[config.mk]
export PLATFORM = sky130hd
export DESIGN_NAME = ttm_mul
export DESIGN_NICKNAME = d
export VERILOG_FILES = /design/src/rtl/ttm_pkg.sv /design/src/rtl/ttm_mul.sv
export SDC_FILE = /design/constraint.sdc
export NUM_CORES = 2
export LEC_CHECK = 0
export BUFFER_PORTS_ARGS = -buffer_cell sky130_fd_sc_hd__buf_2
export CAP_MARGIN = 30
export CORE_UTILIZATION = 35
export CTS_CLUSTER_DIAMETER = 40
export DETAILED_ROUTE_END_ITERATION = 10
export SLEW_MARGIN = 20
export SYNTH_ARGS = -nofsm -noshare
export SYNTH_HDL_FRONTEND = slang
export SYNTH_SLANG_ARGS = --single-unit
[constraint.sdc]
create_clock -name i_clk -period 23.4 [get_ports i_clk]
set_input_delay 3.51 -clock i_clk [delete_from_list [all_inputs] [get_ports i_clk]]
set_output_delay 3.51 -clock i_clk [all_outputs]
set_load 0.01 [all_outputs]
[src/rtl/ttm_pkg.sv]
// shared types and constants for the tick to microsecond converter
`timescale 1ns / 1ps

package ttm_pkg;

    // field widths
    localparam int TicksW  = 32;
    localparam int RateW   = 32;
    localparam int UsW     = 32;
    localparam int StatusW = 3;

    // one million = 15625 * 2^6
    localparam int UsOddW  = 14;
    localparam logic [UsOddW-1:0] UsOdd = 14'd15625;
    localparam int UsShift = 6;

    // widths of the product chain
    localparam int Prod1W = TicksW + RateW;
    localparam int Prod2W = Prod1W + UsOddW;
    localparam int DvdW   = Prod2W + UsShift;

    // one restoring division step per cell, one cell per dividend bit
    localparam int DivSteps = DvdW;
    // cycles from accepted start to the done strobe
    localparam int Latency  = DivSteps + 3;

    // result status codes
    typedef enum logic [StatusW-1:0] {
        ST_OK          = 3'd0,
        ST_ZERO_RATE   = 3'd1,
        ST_INEXACT     = 3'd2,
        ST_ZERO_RESULT = 3'd3,
        ST_TOO_LARGE   = 3'd4
    } t_status;

    // configuration register index
    typedef enum logic {
        CFG_NUMERATOR   = 1'b0,
        CFG_DENOMINATOR = 1'b1
    } t_cfg_idx;

    // data handed from one division cell to the next
    typedef struct packed {
        logic             vld;
        logic             ovf;
        logic [UsW-1:0]   quo;
        logic [RateW-1:0] rem;
        logic [DvdW-1:0]  dvd;
    } t_cell;

endpackage

[src/rtl/ttm_mul.sv]
// two-stage multiplier forming ticks * denominator * 15625
`timescale 1ns / 1ps

module ttm_mul
    import ttm_pkg::*;
(
    input  logic              i_clk,
    input  logic              i_rst_n,
    input  logic              i_vld,
    input  logic [TicksW-1:0] i_ticks,
    input  logic [RateW-1:0]  i_den,
    output logic              o_vld,
    output logic [Prod2W-1:0] o_prod
);

    logic              r_vld1;
    logic              r_vld2;
    logic [Prod1W-1:0] r_p1;
    logic [Prod2W-1:0] r_p2;
    logic [Prod1W-1:0] n_p1;
    logic [Prod2W-1:0] n_p2;

    // 32 by 32 product, then by the odd part of one million
    always_comb begin
        n_p1 = Prod1W'(i_ticks) * Prod1W'(i_den);
        n_p2 = Prod2W'(r_p1) * Prod2W'(UsOdd);
    end

    // stage valids
    always_ff @(posedge i_clk) begin
        if (!i_rst_n) begin
            r_vld1 <= 1'b0;
            r_vld2 <= 1'b0;
        end else begin
            r_vld1 <= i_vld;
            r_vld2 <= r_vld1;
        end
    end

    // stage payload
    always_ff @(posedge i_clk) begin
        r_p1 <= n_p1;
        r_p2 <= n_p2;
    end

    assign o_vld  = r_vld2;
    assign o_prod = r_p2;

endmodule

== Yosys cells after proc, flatten, opt, wreduce, memory -nomap -nowiden ==
Index checks and enable logic that the tools add are counted.
Word-level totals
  register bits: 144
  bits in latches: 0
  memory bits (writable): 0
  bits in read-only memories: 0
  bits of input ports: 67
  word-level logic and storage cells: 6
  memories: 0
Cells by class
  $add $sub $neg: 0
  $mul: 2
  div/mod/pow operators: 0
  order comparisons: 0
  eq/ne operators: 0
  shifts and indexed selects: 0
  muxes and demuxes: 0
  bitwise logic cells: 0
  reduce and logical (&&, ||, !) cells: 0
Operator list (count)
  $mul A64 B14 Y78 const B: 1
  $mul A32 B32 Y64: 1

== Logic depth before layout (Yosys ltp) ==
  depth in word-level cells: 1
  depth in mapped cells: 30
  gate-level depth less buffers: 29

== Least setup slack after synthesis ==
Ideal clock, no wire load.
  path kind: input to register
  from: input i_den[8]
  to: register r_p1[62]
  setup time: 72 ps
  arrival time: 10468 ps
  data required time: 23328 ps
  setup slack: 12861 ps
  stages: 26
  path buffers: 1
  cell sequence: clkbuf_1 and2_1 fa_1 fa_1 inv_1 fa_1 fa_1 inv_1 fa_1 fa_1 fa_1 inv_1 fa_1 inv_1 ha_1 a21o_1 a21o_1 a21oi_1 o211ai_1 o2111ai_4 o311ai_4 a311o_2 nand3_2 o21a_2 o41ai_2 xor2_1
On the way
  word-level cells in the longest chain between the ends: 1
RTL lines
  from (decl): line ttm_mul.sv:11  | input logic [RateW-1:0] i_den,
  $mul A32 B32 Y64: line ttm_mul.sv:25  | n_p1 = Prod1W'(i_ticks) * Prod1W'(i_den);
  net n_p1[62]: line ttm_mul.sv:20  | logic [Prod1W-1:0] n_p1;
  to (signal assigned): line ttm_mul.sv:42  | r_p1 <= n_p1;
  to (decl): line ttm_mul.sv:18  | logic [Prod1W-1:0] r_p1;
The timed path passes the listed nets, and every way through them passes these cells.
A chain may end at the register's enable or synchronous reset.

== Final worst setup path ==
  from: input i_ticks[24]
  to: register r_p1[61]
On the way
  word-level cells in the longest chain between the ends: 1
RTL lines
  from (decl): line ttm_mul.sv:10  | input logic [TicksW-1:0] i_ticks,
  $mul A32 B32 Y64: line ttm_mul.sv:25
  net n_p1[61]: line ttm_mul.sv:20
The timed path passes the listed nets, and every way through them passes these cells.

==> summary.md <==
| Metric | Value |
|---|---|
| Remaining DRCs | `0` |
| Min-delay src | `r_vld1` |
| Crit path DAT | `about 12000 ps` |
| RR Startpoint | `r_p1[2]` |
| Most common cell after layout, fill and taps aside | `inv_1` |
| Status | `finished clean` |
| Mean Syn Cell Area | `around 9 um2` |
| Vias per inst | `4.84` |
| WL/cell | `~18 um` |
| Final worst-path setup slack | `between 10000 and 15000 ps` |
| Root Driver | `clkbuf_16` |
| Nets | `7184` |
| Ys Warns | `0` |
| Tcrit/Tclk final | `a little under half` |
| Multi-input gate area | `a little over 40000 um2` |
| Setup violators final | `0` |
| Synthesized cell area | `50400 um2` |
| Worst Path Required | `between 20000 and 25000 ps` |
| Port Buf Inserts | `~150` |
| Initial core utilization | `35.4%` |
| R2R setup slack | `roughly 16000 ps` |
| Post-synth EDFFs | `0` |
| F_max | `just under 90 MHz` |
| Worst slew margin | `a little under a third` |
| Initial antenna violation count | `6` |
| Iter 0 DRT Violations | `between 2000 and 2500` |
| Peak fanout along the critical path | `32` |
| Final slew viol count | `0` |
| RePlAce Congestion | `between 0.9 and 1` |
| Final hold vios | `0` |
| Skew-Pair Late Insertion Delay | `470 ps` |
| Number of global-route vias before repair | `around 38000` |
| Total Wirelength | `133 mm` |
| Async SR Flop Fraction | `0%` |
| Cts hold-fix bufs | `0` |
| Top post-synthesis cells by area | `fa_1 (47%), ha_1 (13%), inv_1 (11%)` |
| Final HPWL DP | `approximately 110 mm` |
| Yosys top cell by area | `fa_1` |
| Share of cells above drive strength 1 | `4.00%` |
| TNS Setup | `0 ps` |
| Syn Nets | `between 7000 and 8000` |
| Clock transition at the registers of the reported paths | `70 ps` |
| Worst-Margin Slew | `1020 ps` |
| Placed Area | `between 50000 and 60000 um2` |
| Via count | `approximately 35000` |
| Die Wd | `about 380 um` |
| Hold WS | `438 ps` |
| Worst hold path depth | `1` |
| FF+latch area | `2880 um2` |
| Layout area overhead | `5.73%` |
| Most frequent cells in the layout | `inv_1 (1468), fa_1 (1191), and2_1 (587), nand2_1 (550), ha_1 (512)` |
| Placeable Area | `roughly 140000 um2` |
| HP Class | `flop to flop` |
| Maximum clock path buffer count | `2` |
| Hold EP | `o_vld` |
| Cells after Synth | `between 5000 and 6000` |
| Register area share after synthesis | `under 10%` |
| Sink Count | `roughly 140` |
| Post-CTS setup buffer count | `0` |
| Seq cells post-synth | `144` |
| Max_cap viols | `0` |
| GRT Overall Usage | `between 10% and 20%` |
| Worst r2r path cells | `22` |
| CTS resizes | `0` |
| RSZ-0062 raised after global routing | `false` |
| TritonCTS Buffers | `17` |
| Post-DRT Antenna Nets | `0` |
| Reg2Reg Capture Point | `o_prod[77]` |
| First-pass GRT wire length | `approximately 220 mm` |
| Synth top area share | `between 40% and 50%` |
| Post-synth top flop | `dfxtp_1` |
| Kind of critical path | `input port to flop` |
| Fill count | `around 14000` |
| Boundary pin count | `roughly 150` |
| CTS tree | `built` |
| Die Y-Extent | `381 um` |
| CTS H-tree depth | `4` |
| Yosys cell types | `71` |
| Grt total ovfl | `0` |
| Core Rows | `~140` |
| Cell area after layout | `~53000 um2` |
| Skew final | `22.1 ps` |
| Startpoint types | `input port` |
| Largest net degree at the start of global routing | `33` |
| Worst setup EP type | `flop` |
| Worst slack, placed | `~12000 ps` |
| Pre-antenna DRT Iters | `5` |
| Die area | `between 100000 and 150000 um2` |
| Min Clock Period, post-route | `about 11000 ps` |
==> state kept, by name (all words and copies together), names as in the netlist <==
name    count
o_prod     78
o_vld       1
r_p1       64
r_vld1      1
==> worst max-delay path, stage by stage <==
cell and delay [ps]:
buf_2 700, and2_1 270, fa_1 410, inv_1 90
fa_1 420, fa_1 490, fa_1 570, inv_1 60
fa_1 500, fa_1 510, fa_1 490, inv_1 50
fa_1 480, inv_1 40, ha_1 340, a21o_1 180
a21o_1 170, a21oi_1 130, o21ai_0 120, nor2_1 410
nor3b_1 430, o311ai_1 250, a21oi_1 400, o21ai_1 180
o221ai_1 220, xnor2_1 140
==> layout make-up <==
type	instances	share of cell area, %
clock buffers	18	0.824
clock inverters	14	0.270
repair buffers	162	1.60
well taps	1890	4.44
diodes	1	0.00470
multi-input cells	3621	77.1
flip-flops and latches	144	5.41
inverters	1468	10.3
==> synth_stat cells (3+ instances only) <==
cell type / instances
inv_1: 1468
fa_1: 1191
and2_1: 587
nand2_1: 550
ha_1: 512
clkbuf_1: 222
a21oi_1: 167
dfxtp_1: 144
xnor2_1: 91
o21ai_0: 77
a21o_1: 76
nor2_1: 67
xor2_1: 47
nand4_1: 33
nand3_1: 27
o21bai_1: 27
nor3_1: 17
a31oi_1: 15
nor2b_1: 15
a211oi_1: 13
and3_1: 9
o21a_1: 9
o31ai_1: 9
o211ai_1: 8
nand2b_1: 6
a211o_1: 4
a21boi_0: 4
and4_1: 4
a221o_1: 3
a31o_2: 3
buf_4: 3
clkbuf_8: 3
nor3b_1: 3
o31a_1: 3
==> per-layer routing <==
metal  wire length (um)  track usage, %  part of all wire (%)  vias to the layer above
met3               8470            2.95                   6.4                      150
met2              61200            30.2                    46                     1038
li1                   -               -                     -                    15900
met5                 24               0                 0.018                        -
met4               2480            3.90                   1.9                        4
met1              61000            26.7                    46                    18300
==> worst max path at each step <==
stage | start | endpoint | slack [ps] | depth (start not counted)
2_1_floorplan | i_den[8] | r_p1[62] | 12860 | 26
6_report | i_ticks[24] | r_p1[61] | 12210 | 26
4_1_cts | i_den[3] | r_p1[61] | 12320 | 26
3_5_place_dp | i_den[8] | r_p1[61] | 11840 | 25
5_1_grt | i_ticks[24] | r_p1[61] | 11900 | 26
3_3_place_gp | i_ticks[20] | r_p1[61] | 11950 | 26
==> cells by family (layout without fill, tap and decap cells) <==
kind of cell | after synthesis | after routing | synth area share, %
compound gates | 448 | 448 | 5.68
other cells | 0 | 1 | 0
simple gates | 1332 | 1332 | 13.4
flops | 144 | 144 | 5.72
fa+ha+maj | 1703 | 1703 | 60.0
buf+inv | 1700 | 1662 | 12.8
xor+xnor | 138 | 138 | 2.40
==> stage by stage <==
step                util [%]  std cells
global route            37.4       7317
finish                  37.4       7318
detailed placement      37.0       7285
CTS                     37.4       7317
global placement        37.0       7285
floorplan                  -       5465
Power is left out: the tool's default activity adds up to more than one toggle a clock period on the data nets, which glitch-free logic cannot reach.
