## src/rtl/ttm_pkg.sv

```systemverilog
// shared types and constants for the tick to microsecond converter
`timescale 1ns / 1ps

package ttm_pkg;

    // field widths
    localparam int TicksW  = 32;
    localparam int RateW   = 32;
    localparam int UsW     = 32;
    localparam int StatusW = 3;

    // one million = 15625 * 2^6
    localparam int UsOddW  = 14;
    localparam logic [UsOddW-1:0] UsOdd = 14'd15625;
    localparam int UsShift = 6;

    // widths of the product chain
    localparam int Prod1W = TicksW + RateW;
    localparam int Prod2W = Prod1W + UsOddW;
    localparam int DvdW   = Prod2W + UsShift;

    // one restoring division step per cell, one cell per dividend bit
    localparam int DivSteps = DvdW;
    // cycles from accepted start to the done strobe
    localparam int Latency  = DivSteps + 3;

    // result status codes
    typedef enum logic [StatusW-1:0] {
        ST_OK          = 3'd0,
        ST_ZERO_RATE   = 3'd1,
        ST_INEXACT     = 3'd2,
        ST_ZERO_RESULT = 3'd3,
        ST_TOO_LARGE   = 3'd4
    } t_status;

    // configuration register index
    typedef enum logic {
        CFG_NUMERATOR   = 1'b0,
        CFG_DENOMINATOR = 1'b1
    } t_cfg_idx;

    // data handed from one division cell to the next
    typedef struct packed {
        logic             vld;
        logic             ovf;
        logic [UsW-1:0]   quo;
        logic [RateW-1:0] rem;
        logic [DvdW-1:0]  dvd;
    } t_cell;

endpackage

```

## src/rtl/ttm_cell.sv

```systemverilog
// one restoring division step: takes one dividend bit, yields one quotient bit
`timescale 1ns / 1ps

module ttm_cell
    import ttm_pkg::*;
(
    input  logic             i_clk,
    input  logic             i_rst_n,
    input  logic [RateW-1:0] i_num,
    input  t_cell            i_in,
    output t_cell            o_out
);

    logic             r_vld;
    logic             r_ovf;
    logic [UsW-1:0]   r_quo;
    logic [RateW-1:0] r_rem;
    logic [DvdW-1:0]  r_dvd;

    logic             n_ovf;
    logic [UsW-1:0]   n_quo;
    logic [RateW-1:0] n_rem;
    logic [DvdW-1:0]  n_dvd;

    logic [RateW:0]   trial;
    logic [RateW:0]   diff;
    logic             ge;

    // shift in the next dividend bit, subtract the divisor when it fits
    always_comb begin
        trial = {i_in.rem, i_in.dvd[DvdW-1]};
        diff  = trial - {1'b0, i_num};
        ge    = (trial >= {1'b0, i_num});
        n_rem = ge ? diff[RateW-1:0] : trial[RateW-1:0];
        n_dvd = {i_in.dvd[DvdW-2:0], 1'b0};
        // a quotient bit pushed off the top means the result exceeds 32 bits
        n_ovf = i_in.ovf | i_in.quo[UsW-1];
        n_quo = {i_in.quo[UsW-2:0], ge};
    end

    // beat valid
    always_ff @(posedge i_clk) begin
        if (!i_rst_n) begin
            r_vld <= 1'b0;
        end else begin
            r_vld <= i_in.vld;
        end
    end

    // partial remainder, quotient and dividend
    always_ff @(posedge i_clk) begin
        r_ovf <= n_ovf;
        r_quo <= n_quo;
        r_rem <= n_rem;
        r_dvd <= n_dvd;
    end

    always_comb begin
        o_out.vld = r_vld;
        o_out.ovf = r_ovf;
        o_out.quo = r_quo;
        o_out.rem = r_rem;
        o_out.dvd = r_dvd;
    end

endmodule

```

## config.mk

```make
export PLATFORM = sky130hd
export DESIGN_NAME = ttm_cell
export DESIGN_NICKNAME = d
export VERILOG_FILES = /design/src/rtl/ttm_pkg.sv /design/src/rtl/ttm_cell.sv
export SDC_FILE = /design/constraint.sdc
export NUM_CORES = 1
export LEC_CHECK = 0
export ABC_AREA = 1
export BUFFER_PORTS_ARGS = -buffer_cell sky130_fd_sc_hd__buf_2
export CAP_MARGIN = 20
export CORE_AREA = 3 3 130 132
export CTS_BUF_LIST = sky130_fd_sc_hd__clkbuf_4 sky130_fd_sc_hd__clkbuf_8
export DETAILED_ROUTE_END_ITERATION = 16
export DIE_AREA = 0 0 133 135
export HOLD_SLACK_MARGIN = 0.05
export PLACE_DENSITY = 0.74
export SLEW_MARGIN = 20
export SYNTH_ARGS = -nofsm -noshare
export SYNTH_HDL_FRONTEND = slang
export SYNTH_SLANG_ARGS = --single-unit
export TNS_END_PERCENT = 1
```

## constraint.sdc

```tcl
create_clock -name i_clk -period 3.31 [get_ports i_clk]
set_input_delay 0.331 -clock i_clk [delete_from_list [all_inputs] [get_ports i_clk]]
set_output_delay 0.331 -clock i_clk [all_outputs]
set_load 0.02 [all_outputs]
```

Word level (Yosys, flattened, before mapping):

Index checks and enable logic that the tools add are counted.

* bits in registers: 149
* input bits: 184
* RAM bits: 0
* memories: 0
* output and inout port bits: 150
* bits in latches: 0
* word-level logic and storage cells: 9
* memory bits (read-only): 0

* reductions and logical operators: 0
* equality and inequality tests: 0
* multiply operators: 0
* add/sub/neg operators: 1
* muxes and demuxes: 1
* magnitude comparators: 1
* shift operators: 0
* divide/modulo/power cells: 0
* bitwise operators: 1

Operators with widths (count)
* 33-bit by 32-bit >= comparator with 1-bit output: 1
* 32-bit 2-to-1 mux: 1
* 32-bit subtractor: 1
* 1-bit bitwise OR: 1

Depth between registers and ports, before layout:

Gate-level depths: netlist (run 1).

* depth after elaboration: 2
* gate-level depth with buffers: 16
* mapped depth without buffers: 14

Worst setup path before layout (run 1):

Ideal clock, no wire load.

* path type: input to register
* start: input port i_in[83] in the netlist's numbering
* end: register r_rem[16]
* slack: 1524 ps
* library setup time: 112 ps
* required time: 3198 ps
* cell stages on the path: 13
* data arrival time: 1674 ps
* path through: inv_1 > ha_1 > fa_1 > inv_1 > nand3_1 > nand3_1 > nand2_1 > nand3_1 > nand3_1 > nand2_1 > nand2_1 > nand3_2 > nand2_1

* cells in the longest elaborated chain, start to end: 2

Ends and longest elaborated chain
* start, declared: RTL line ttm_cell.sv:10 `input t_cell i_in,`
* 32-bit subtractor or 33-bit by 32-bit >= comparator with 1-bit output (tied branches): RTL line ttm_cell.sv:32, ttm_cell.sv:33
* 32-bit 2-to-1 mux *: RTL line ttm_cell.sv:34 `n_rem = ge ? diff[RateW-1:0] : trial[RateW-1:0];`
* via n_rem[16]: RTL line ttm_cell.sv:22 `logic [RateW-1:0] n_rem;`
* end signal, assigned: RTL line ttm_cell.sv:54 `r_rem <= n_rem;`
* end, declared: RTL line ttm_cell.sv:17 `logic [RateW-1:0] r_rem;`

The timed path passes the listed nets; every way through them passes the cells marked *.
A chain may end at the register's enable or synchronous reset.

Final worst setup path (run 1):

* start: input port i_num[28]
* end: register r_rem[1]

* cells in the longest elaborated chain, start to end: 2

Ends and longest elaborated chain
* start, declared: RTL line ttm_cell.sv:9 `input logic [RateW-1:0] i_num,`
* 33-bit by 32-bit >= comparator with 1-bit output: RTL line ttm_cell.sv:33 `ge = (trial >= {1'b0, i_num});`
* 32-bit 2-to-1 mux: RTL line ttm_cell.sv:34
* via n_rem[1]: RTL line ttm_cell.sv:22

The timed path passes the listed nets, and every way through them passes these cells.

==> results of run 1 <==
[logic make-up after synthesis]
logic type,count (synthesis)
compound gates,25
other cells,1
simple gates,420
xor+xnor,14
buf+inv,166
flops,149
fa+ha+maj,33
[per-layer routing]
metal / GRT usage / vias to the layer above
met1: 0.317 / 2999
met3: 0.0630 / 69
met5: 0 / -
met2: 0.471 / 252
li1: - / 3356
met4: 0.136 / 4
[metrics by stage]
stage	std cells	hold WS (ps)	setup slack [ps]	area, sq um	power [uW]
after floorplan	808	359	1520	6220	2690
after global placement	1344	433	794	8060	3070
after detailed placement	1344	435	750	8060	3080
after CTS	1493	76.8	1250	9620	4550
after global routing	1495	103	1010	9620	4760
final	1495	111	1190	9620	4530
[critical path: cells and delay by family]
kind / cells / cell delay [ps]
and+or+nand+nor: 7 / 1350
adders and majority gates: 1 / 340
AOI/OAI and AO/OA: 2 / 260
buffers and inverters: 3 / 150
[registers in the layout, summed over array words and instances (netlist names)]
name,count
r_ovf,1
r_rem,32
r_vld,1
r_dvd,83
r_quo,32
[report_power, final]
group	switching, uW	internal, uW
Clock	793	563
Combinational	722	462
Sequential	41.8	1950
Total	1560	2970
[repair_timing]
item,CTS,global route
setup buffers,0,0
hold buffers,117,0
endpoints found under the hold margin,116,0
setup endpoints to repair,0,0
[final cells by class]
type                            count  area (sq um)
Fill cell                        1384          6210
Multi-Input combinational cell    493          2570
Sequential cell                   149          2980
Tap cell                          216           270
Clock buffer                       18           241
Timing Repair Buffer              450          2840
Clock inverter                     14           140
Antenna cell                        2          5.00
Inverter                          153           574
[path summary, 6_finish.rpt]
path	from	end	slack [ps]	depth (start not counted)
hold / removal	i_in[111]	r_rem[28]$_DFF_P_	110	3
setup / recovery	i_num[28]	r_rem[1]$_DFF_P_	1190	13
[cell usage in the layout, fill, tap and decap left out, types with 13 or more instances in the layout]
cell type        n
buf_2          332
nand2_1        275
dfxtp_1        149
inv_1          148
dlygate4sd3_1  117
nand3_1         53
ha_1            32
nor2_1          31
a21oi_1         21
clkbuf_8        17
nand3_2         16
xor2_1          13
==> impl_metrics.tcl, run 1 <==
set metrics [dict create \
    synthArstFlopShare 0 \
    initial_core_util 0.393 \
    hold_viol_final 0 \
    met3_length_um 1360 \
    coreArea_sq_um 15800 \
    cp_max_fo 35 \
    cts_made_buffers 17 \
    dr_wl_met2_um 12100 \
    htree_levels 4 \
    synthXorXnorAreaFrac 0.0197 \
    critPathSlowestCell "nor2_4" \
    die_height_um 135 \
    yosys.area_share.adder 0.0675 \
    end_kind "register" \
    crit_type "input pin to register" \
    grt_max_degree 36 \
    slowest_delay_ps 510 \
    grt-ovfl-total 0 \
    synth_compound_area_frac 0.0209 \
    grtUsageTotal 0.272 \
    final.setup.tns_ps 0 \
    start_kind "input pin" \
    cp_cell_sequence "buf_2 -> inv_1 -> ha_1 -> nand2_1 -> inv_1 -> nand2_1 -> nand2_1 -> a21oi_1 -> nand2_1 -> nor2_4 -> nand2_8 -> nand2_1 -> o21ai_0" \
    drc_errors 0 \
    wirelength_um 24600 \
    cts.sinks 149 \
    hpwl_um 18400 \
    avgRoutedWirePerCell_um 16.4 \
    setup_viol 0 \
    cp_common_cell "nand2_1" \
    cts_tree "yes" \
    syn_area_per_cell_sq_um 7.70 \
    yosys-top-cells-count "275 x nand2_1, 149 x dfxtp_1, 148 x inv_1, 53 x nand3_1, 32 x ha_1" \
    clockRootBuffer "clkbuf_8" \
    ys_ff_latch 149 \
    core.rowCount 46 \
    status "complete, no violations" \
    yosysTopAreaCell "dfxtp_1" \
    yosys_warnings 0 \
    synthSimpleGateAreaFrac 0.304 \
    clkTransAtPathRegs_ps 100 \
    dr.pass1.iters 5 \
    final-max-slew-violation-count 0 \
    hold_class "input pin to register" \
    rsz0062_at_grt "false" \
    yosysTopAreaCellShare 0.479 \
    routed_via_density 4.47 \
    finalCritPeriodShare 0.641 \
    grt_pass1_wl_um 37600 \
    synth_cell_type_count 30 \
    synth_most_common_cell "nand2_1" \
    ir_worst_vdd_uv 232 \
    nNetsFinal 1481 \
    synth.mux.area_fraction 0 \
    syn-cell-area_sq_um 6220 \
    detail-route-antenna-nets 0 \
    drt_iter0_drc 302 \
    die-area_sq_um 18000 \
    synth_top_family_by_area "simple AND/OR/NAND/NOR gates" \
    layout-drive-gt1-share 0.315 \
    crit_arrival_ps 2460 \
    clock_path_buffers 2 \
    cp.required_ps 3650 \
    syn2layout_area_growth_pct 54.6 \
    io_pins 334 \
    ys_top_cells_by_area "dfxtp_1 48%, nand2_1 17%, inv_1 8.9%" \
    cts.repair.resized 0 \
    synth_edf_count 0 \
    synth_cells 808 \
    grt_antenna_before_repair 4 \
    wirelength_met1_um 10000 \
    fmax_mhz 471 \
    power.leakage_uw 0.00543 \
    final_util 0.608 \
    min_period_ps 2120 \
    via_count 6680 \
    synth_ff_type "dfxtp_1" \
    die_w_um 133 \
    slew_headroom 0.574 \
    top_layer_used "met5" \
    maxCapViolCount 0 \
    synth_seq_area_share 0.479 \
    synth_nets 1025 \
    portBuffers 332 \
    worst_slew_pin_slew_ps 638 \
    power_density_nw_per_um2 471 \
    globalplace.congestion 0.971 \
    grt_pass1_vias 6724 \
]
No activity file was read; power rests on OpenSTA's default activity.
==> inputs of run 2 (changes only) <==
--- a/config.mk
+++ b/config.mk
@@ -8,12 +8,12 @@
 export ABC_AREA = 1
 export BUFFER_PORTS_ARGS = -buffer_cell sky130_fd_sc_hd__buf_2
 export CAP_MARGIN = 20
-export CORE_AREA = 3 3 130 132
+export CORE_AREA = 3 3 128 130
 export CTS_BUF_LIST = sky130_fd_sc_hd__clkbuf_4 sky130_fd_sc_hd__clkbuf_8
 export DETAILED_ROUTE_END_ITERATION = 16
-export DIE_AREA = 0 0 133 135
+export DIE_AREA = 0 0 131 133
 export HOLD_SLACK_MARGIN = 0.05
-export PLACE_DENSITY = 0.74
+export PLACE_DENSITY = 0.76
 export SLEW_MARGIN = 20
 export SYNTH_ARGS = -nofsm -noshare
 export SYNTH_HDL_FRONTEND = slang
==> constraint.sdc (replaced) <==
create_clock -name i_clk -period 2.01 [get_ports i_clk]
set_input_delay 0.201 -clock i_clk [delete_from_list [all_inputs] [get_ports i_clk]]
set_output_delay 0.201 -clock i_clk [all_outputs]
set_load 0.02 [all_outputs]
==> run 2 against run 1 <==
Count of clock-buffer cells in the layout down 1. Flip-flop and latch count unchanged. Sequential share of layout area down 2.7 points. Worst setup slack worse by 1100 ps. Critical path depth up 1. Design area up 9.4%. Final cell count up 4.3%. Core utilization up 8.2 points. Critical endpoint is now r_rem[12]$_DFF_P_. Largest cell class is now buffers.
==> impl_metrics.tcl, run 2 (synthesis gave the netlist of run 1 again) <==
set metrics [dict create \
    stdcell_area_sq_um 10500 \
    finalCritPeriodShare 0.978 \
    power_density_nw_per_um2 759 \
    cp_max_fo 13 \
    coreArea_sq_um 15300 \
    via_count 7196 \
    clkTransAtPathRegs_ps 90 \
    internal_power_uw 5110 \
    cp.required_ps 2390 \
    core.rowCount 45 \
    nNetsFinal 1549 \
    power.leakage_uw 0.00581 \
    status "complete, no violations" \
    syn2layout_area_growth_pct 69.1 \
    rsz0062_at_grt "true" \
    initial_core_util 0.408 \
    hold_class "input pin to register" \
    grtUsageTotal 0.304 \
    fin_cells 1560 \
    portBuffers 332 \
    largestRegisters "r_dvd: 83 flops, r_quo: 32 flops, r_rem: 32 flops" \
    cts_made_buffers 17 \
    start_kind "input pin" \
    die_height_um 133 \
    dp_cells 1374 \
    largest_register_ffs 83 \
    maxCapViolCount 0 \
    placed_cell_area_sq_um 8380 \
    min_period_ps 1960 \
    dr.pass1.iters 5 \
    hold_viol_final 0 \
    detail-route-antenna-nets 0 \
    top_register "r_dvd" \
    htree_levels 4 \
    die_w_um 131 \
    grt_pass1_vias 7465 \
    final-max-slew-violation-count 0 \
    hpwl_um 19100 \
    setup_viol 0 \
    die-area_sq_um 17400 \
    finalPower_uw 7990 \
    clock_path_buffers 2 \
    layout-drive-gt1-share 0.352 \
    cts_tree "yes" \
    drc_errors 0 \
    p_sw_uw 2880 \
    combPwrFrac 0.277 \
    grt_antenna_before_repair 4 \
    end_kind "register" \
    fmax_mhz 509 \
    ir_worst_vdd_uv 561 \
    cts.sinks 149 \
    routed_via_density 4.61 \
    grt-ovfl-total 0 \
    crit_arrival_ps 2350 \
    avgRoutedWirePerCell_um 17.6 \
    io_pins 334 \
    pwr-share-seq 0.412 \
    grt_max_degree 22 \
    clockRootBuffer "clkbuf_8" \
    p_sw_frac 0.360 \
    pwr-share-clk 0.311 \
    wirelength_um 27500 \
    globalplace.congestion 0.901 \
    grt_pass1_wl_um 40400 \
    crit_type "input pin to register" \
    final_cell_mix "332 x buf_2, 265 x nand2_1, 149 x dlygate4sd3_1, 149 x dfxtp_1, 147 x inv_1" \
    layout_commonest_cell "buf_2" \
    drt_iter0_drc 420 \
]
[run 2: final cells by class]
class | count | area [sq um]
fill | 1217 | 4730
timing repair buffer | 518 | 3500
sequential | 149 | 2980
multi-input combinational | 493 | 2760
inverter | 153 | 574
tap | 211 | 264
clock buffer | 17 | 234
clock inverter | 15 | 199
antenna | 4 | 10.0
[run 2: worst paths after layout]
| check | start | end | cells past startpoint |
|---|---|---|---|
| setup / recovery | i_in[96] | r_rem[12]$_DFF_P_ | 14 |
| hold / removal | i_in[99] | r_rem[16]$_DFF_P_ | 3 |
[run 2: power by group through the flow]
stage          clock network [uW]  registers [uW]  logic, uW
2_1_floorplan                   0            3660        759
3_3_place_gp                    0            3340       1840
3_5_place_dp                    0            3340       1860
4_1_cts                      2500            3280       2110
5_1_grt                      2630            3310       2390
6_report                     2480            3290       2210
[run 2: metrics by stage]
stage          hold WS (ps)  setup slack [ps]   util  TNS [ps]
3_5_place_dp            305             -44.9  0.549      -169
6_report                108              45.2  0.690         0
2_1_floorplan           229               354      -         0
4_1_cts                54.9             0.704  0.676         0
3_3_place_gp            303              6.52  0.549         0
5_1_grt                84.6             -33.3  0.690      -269
[run 2: timing repair]
| item | in CTS | in global routing |
|---|---|---|
| gates resized for setup | 0 | 40 |
| hold buffers | 149 | 0 |
| setup buffers | 0 | 1 |
| setup endpoints to repair | 0 | 33 |
| endpoints found under the hold margin | 147 | 0 |
[run 2: metal layers]
metal	GRT usage	part of all wire
met1	0.353	0.39
met2	0.523	0.49
met3	0.0658	0.069
met4	0.149	0.050
met5	0	0
[run 2: worst max-delay path, cell delays in order]
cell and delay, ps:
dlygate4sd3_1 560, buf_2 160, ha_4 290, nand2_1 90, nor2_2 120, nand2_1 90, nor2_2 170, nand2_1 100
nand2_2 100, nor2_4 70, nand2_8 110, buf_12 150, nand2_1 70, nand2_1 60
==> inputs of run 3 (changes only) <==
--- a/config.mk
+++ b/config.mk
@@ -13,7 +13,7 @@
 export DETAILED_ROUTE_END_ITERATION = 16
 export DIE_AREA = 0 0 131 133
 export HOLD_SLACK_MARGIN = 0.05
-export PLACE_DENSITY = 0.76
+export PLACE_DENSITY = 0.75
 export SLEW_MARGIN = 20
 export SYNTH_ARGS = -nofsm -noshare
 export SYNTH_HDL_FRONTEND = slang
==> run 3 against run 2 <==
Via count fell by 0.49%. First-iteration DRC count fell by 11%. Critical path depth fell by 3. Global-route usage fell by 0.38 points. Flip-flop and latch count did not move. Final cell count rose by 1.0%. Sequential share of layout area fell by 0.65 points. Combinational power rose by 5%. Total power rose by 0.48%. Worst setup slack got worse by 4.2 ps. Wire length rose by 0.50%.
==> impl_metrics.tcl, run 3 (synthesis gave the netlist of run 1 again) <==
set metrics [dict create \
    status "complete, no violations" \
    clock_path_buffers 2 \
    dp_cells 1388 \
    pwr-share-clk 0.302 \
    power_density_nw_per_um2 745 \
    end_kind "register" \
    htree_levels 4 \
    cp.required_ps 2410 \
    grt_max_degree 17 \
    rsz0062_at_grt "true" \
    min_period_ps 1970 \
    routed_via_density 4.54 \
    combPwrFrac 0.289 \
    finalCritPeriodShare 0.980 \
    crit_type "input pin to register" \
    core.rowCount 45 \
    final_cell_mix "332 x buf_2, 256 x nand2_1, 150 x dlygate4sd3_1" \
    final-max-slew-violation-count 0 \
    num-fill-cells 1183 \
    top_register "r_dvd" \
    seq_area_sq_um 2980 \
    cts_made_buffers 17 \
    die_w_um 131 \
    fin_cells 1576 \
    initial_core_util 0.408 \
    clkTransAtPathRegs_ps 100 \
    drc_errors 0 \
    coreArea_sq_um 15300 \
    p_sw_frac 0.347 \
    syn2layout_area_growth_pct 73.0 \
    layout_commonest_cell "buf_2" \
    nNetsFinal 1565 \
    critPathLaunch "i_in[114]" \
    drt_iter0_drc 373 \
    fmax_mhz 508 \
    hold_viol_final 0 \
    largest_register_ffs 83 \
    cts_tree "yes" \
    portBuffers 332 \
    pwr-share-seq 0.409 \
    power.leakage_uw 0.00588 \
    p_sw_uw 2780 \
    maxCapViolCount 0 \
    cp_max_fo 14 \
    ir_worst_vdd_uv 442 \
    io_pins 334 \
    crit_arrival_ps 2370 \
    grt_pass1_vias 7391 \
    die_height_um 133 \
    largestRegisters "r_dvd: 83 flops, r_quo: 32 flops, r_rem: 32 flops" \
    via_count 7161 \
    crit_end "r_rem[6]$_DFF_P_" \
    die-area_sq_um 17400 \
    grtUsageTotal 0.301 \
    globalplace.congestion 0.910 \
    avgRoutedWirePerCell_um 17.6 \
    clockRootBuffer "clkbuf_8" \
    wirelength_um 27700 \
    start_kind "input pin" \
    grt_pass1_wl_um 39700 \
    layout-drive-gt1-share 0.375 \
    setup_viol 0 \
    grt_antenna_before_repair 4 \
    detail-route-antenna-nets 0 \
    grt-ovfl-total 0 \
    hpwl_um 19100 \
    hold_class "input pin to register" \
    internal_power_uw 5240 \
    cts.sinks 149 \
    final.setup.tns_ps 0 \
    dr.pass1.iters 7 \
    multi_input_area_sq_um 2920 \
]
[run 3: how the worst min path moves through the flow]
stage / start / end / slack (ps) / cells past startpoint
4_1_cts: i_num[0] / r_rem[0]$_DFF_P_ / 160 / 5
3_5_place_dp: i_in[120] / r_quo[5]$_DFF_P_ / 300 / 1
3_3_place_gp: i_in[126] / r_quo[11]$_DFF_P_ / 300 / 1
2_1_floorplan: i_in[9] / r_dvd[10]$_DFF_P_ / 230 / 0
6_report: i_num[0] / r_rem[0]$_DFF_P_ / 190 / 5
5_1_grt: i_num[0] / r_rem[0]$_DFF_P_ / 190 / 5
[run 3: critical path, stage by stage]
cell	delay (ps)
dlygate4sd3_1	530
buf_2	130
ha_1	330
inv_2	110
nor3_4	60
a21oi_2	160
nand2_1	110
nor2_4	250
buf_4	280
nand3_1	120
nand2_1	90
[run 3: timing repair]
item,CTS,global route
hold buffers,150,0
endpoints found under the setup margin,0,33
endpoints found under the hold margin,148,0
gates resized for setup,0,68
buffers inserted,0,2
[run 3: routing by layer]
metal,share of wire,routed length [um],track usage,vias up
li1,-,-,-,3521
met1,0.39,10900,0.344,3260
met2,0.49,13500,0.515,298
met3,0.065,1790,0.0715,82
met4,0.052,1430,0.149,0
met5,0,0,0,-
[run 3: metrics by stage]
step                worst slack (ps)  area [sq um]  hold slack (ps)  power, uW   util
finish                          41.0         10800              191       8020  0.706
global route                   -47.6         10800              194       8370  0.706
CTS                             1.56         10400              160       7870  0.681
detailed placement             -22.2          8490              305       5240  0.556
global placement               -23.9          8490              303       5220  0.556
floorplan                        354          6220              229       4420      -
[run 3: power by group through the flow]
stage	clock (uW)	sequential, uW	combinational [uW]
2_1_floorplan	0	3660	759
3_3_place_gp	0	3330	1890
3_5_place_dp	0	3330	1910
4_1_cts	2440	3270	2150
5_1_grt	2570	3300	2500
6_report	2430	3280	2320
[run 3: area by class of cell]
type	instances	share of cell area
clock inverters	15	0.0153
well taps	211	0.0245
multi-input cells	493	0.271
repair buffers	534	0.336
flip-flops and latches	149	0.277
inverters	153	0.0533
diodes	4	0.000929
clock buffers	17	0.0217
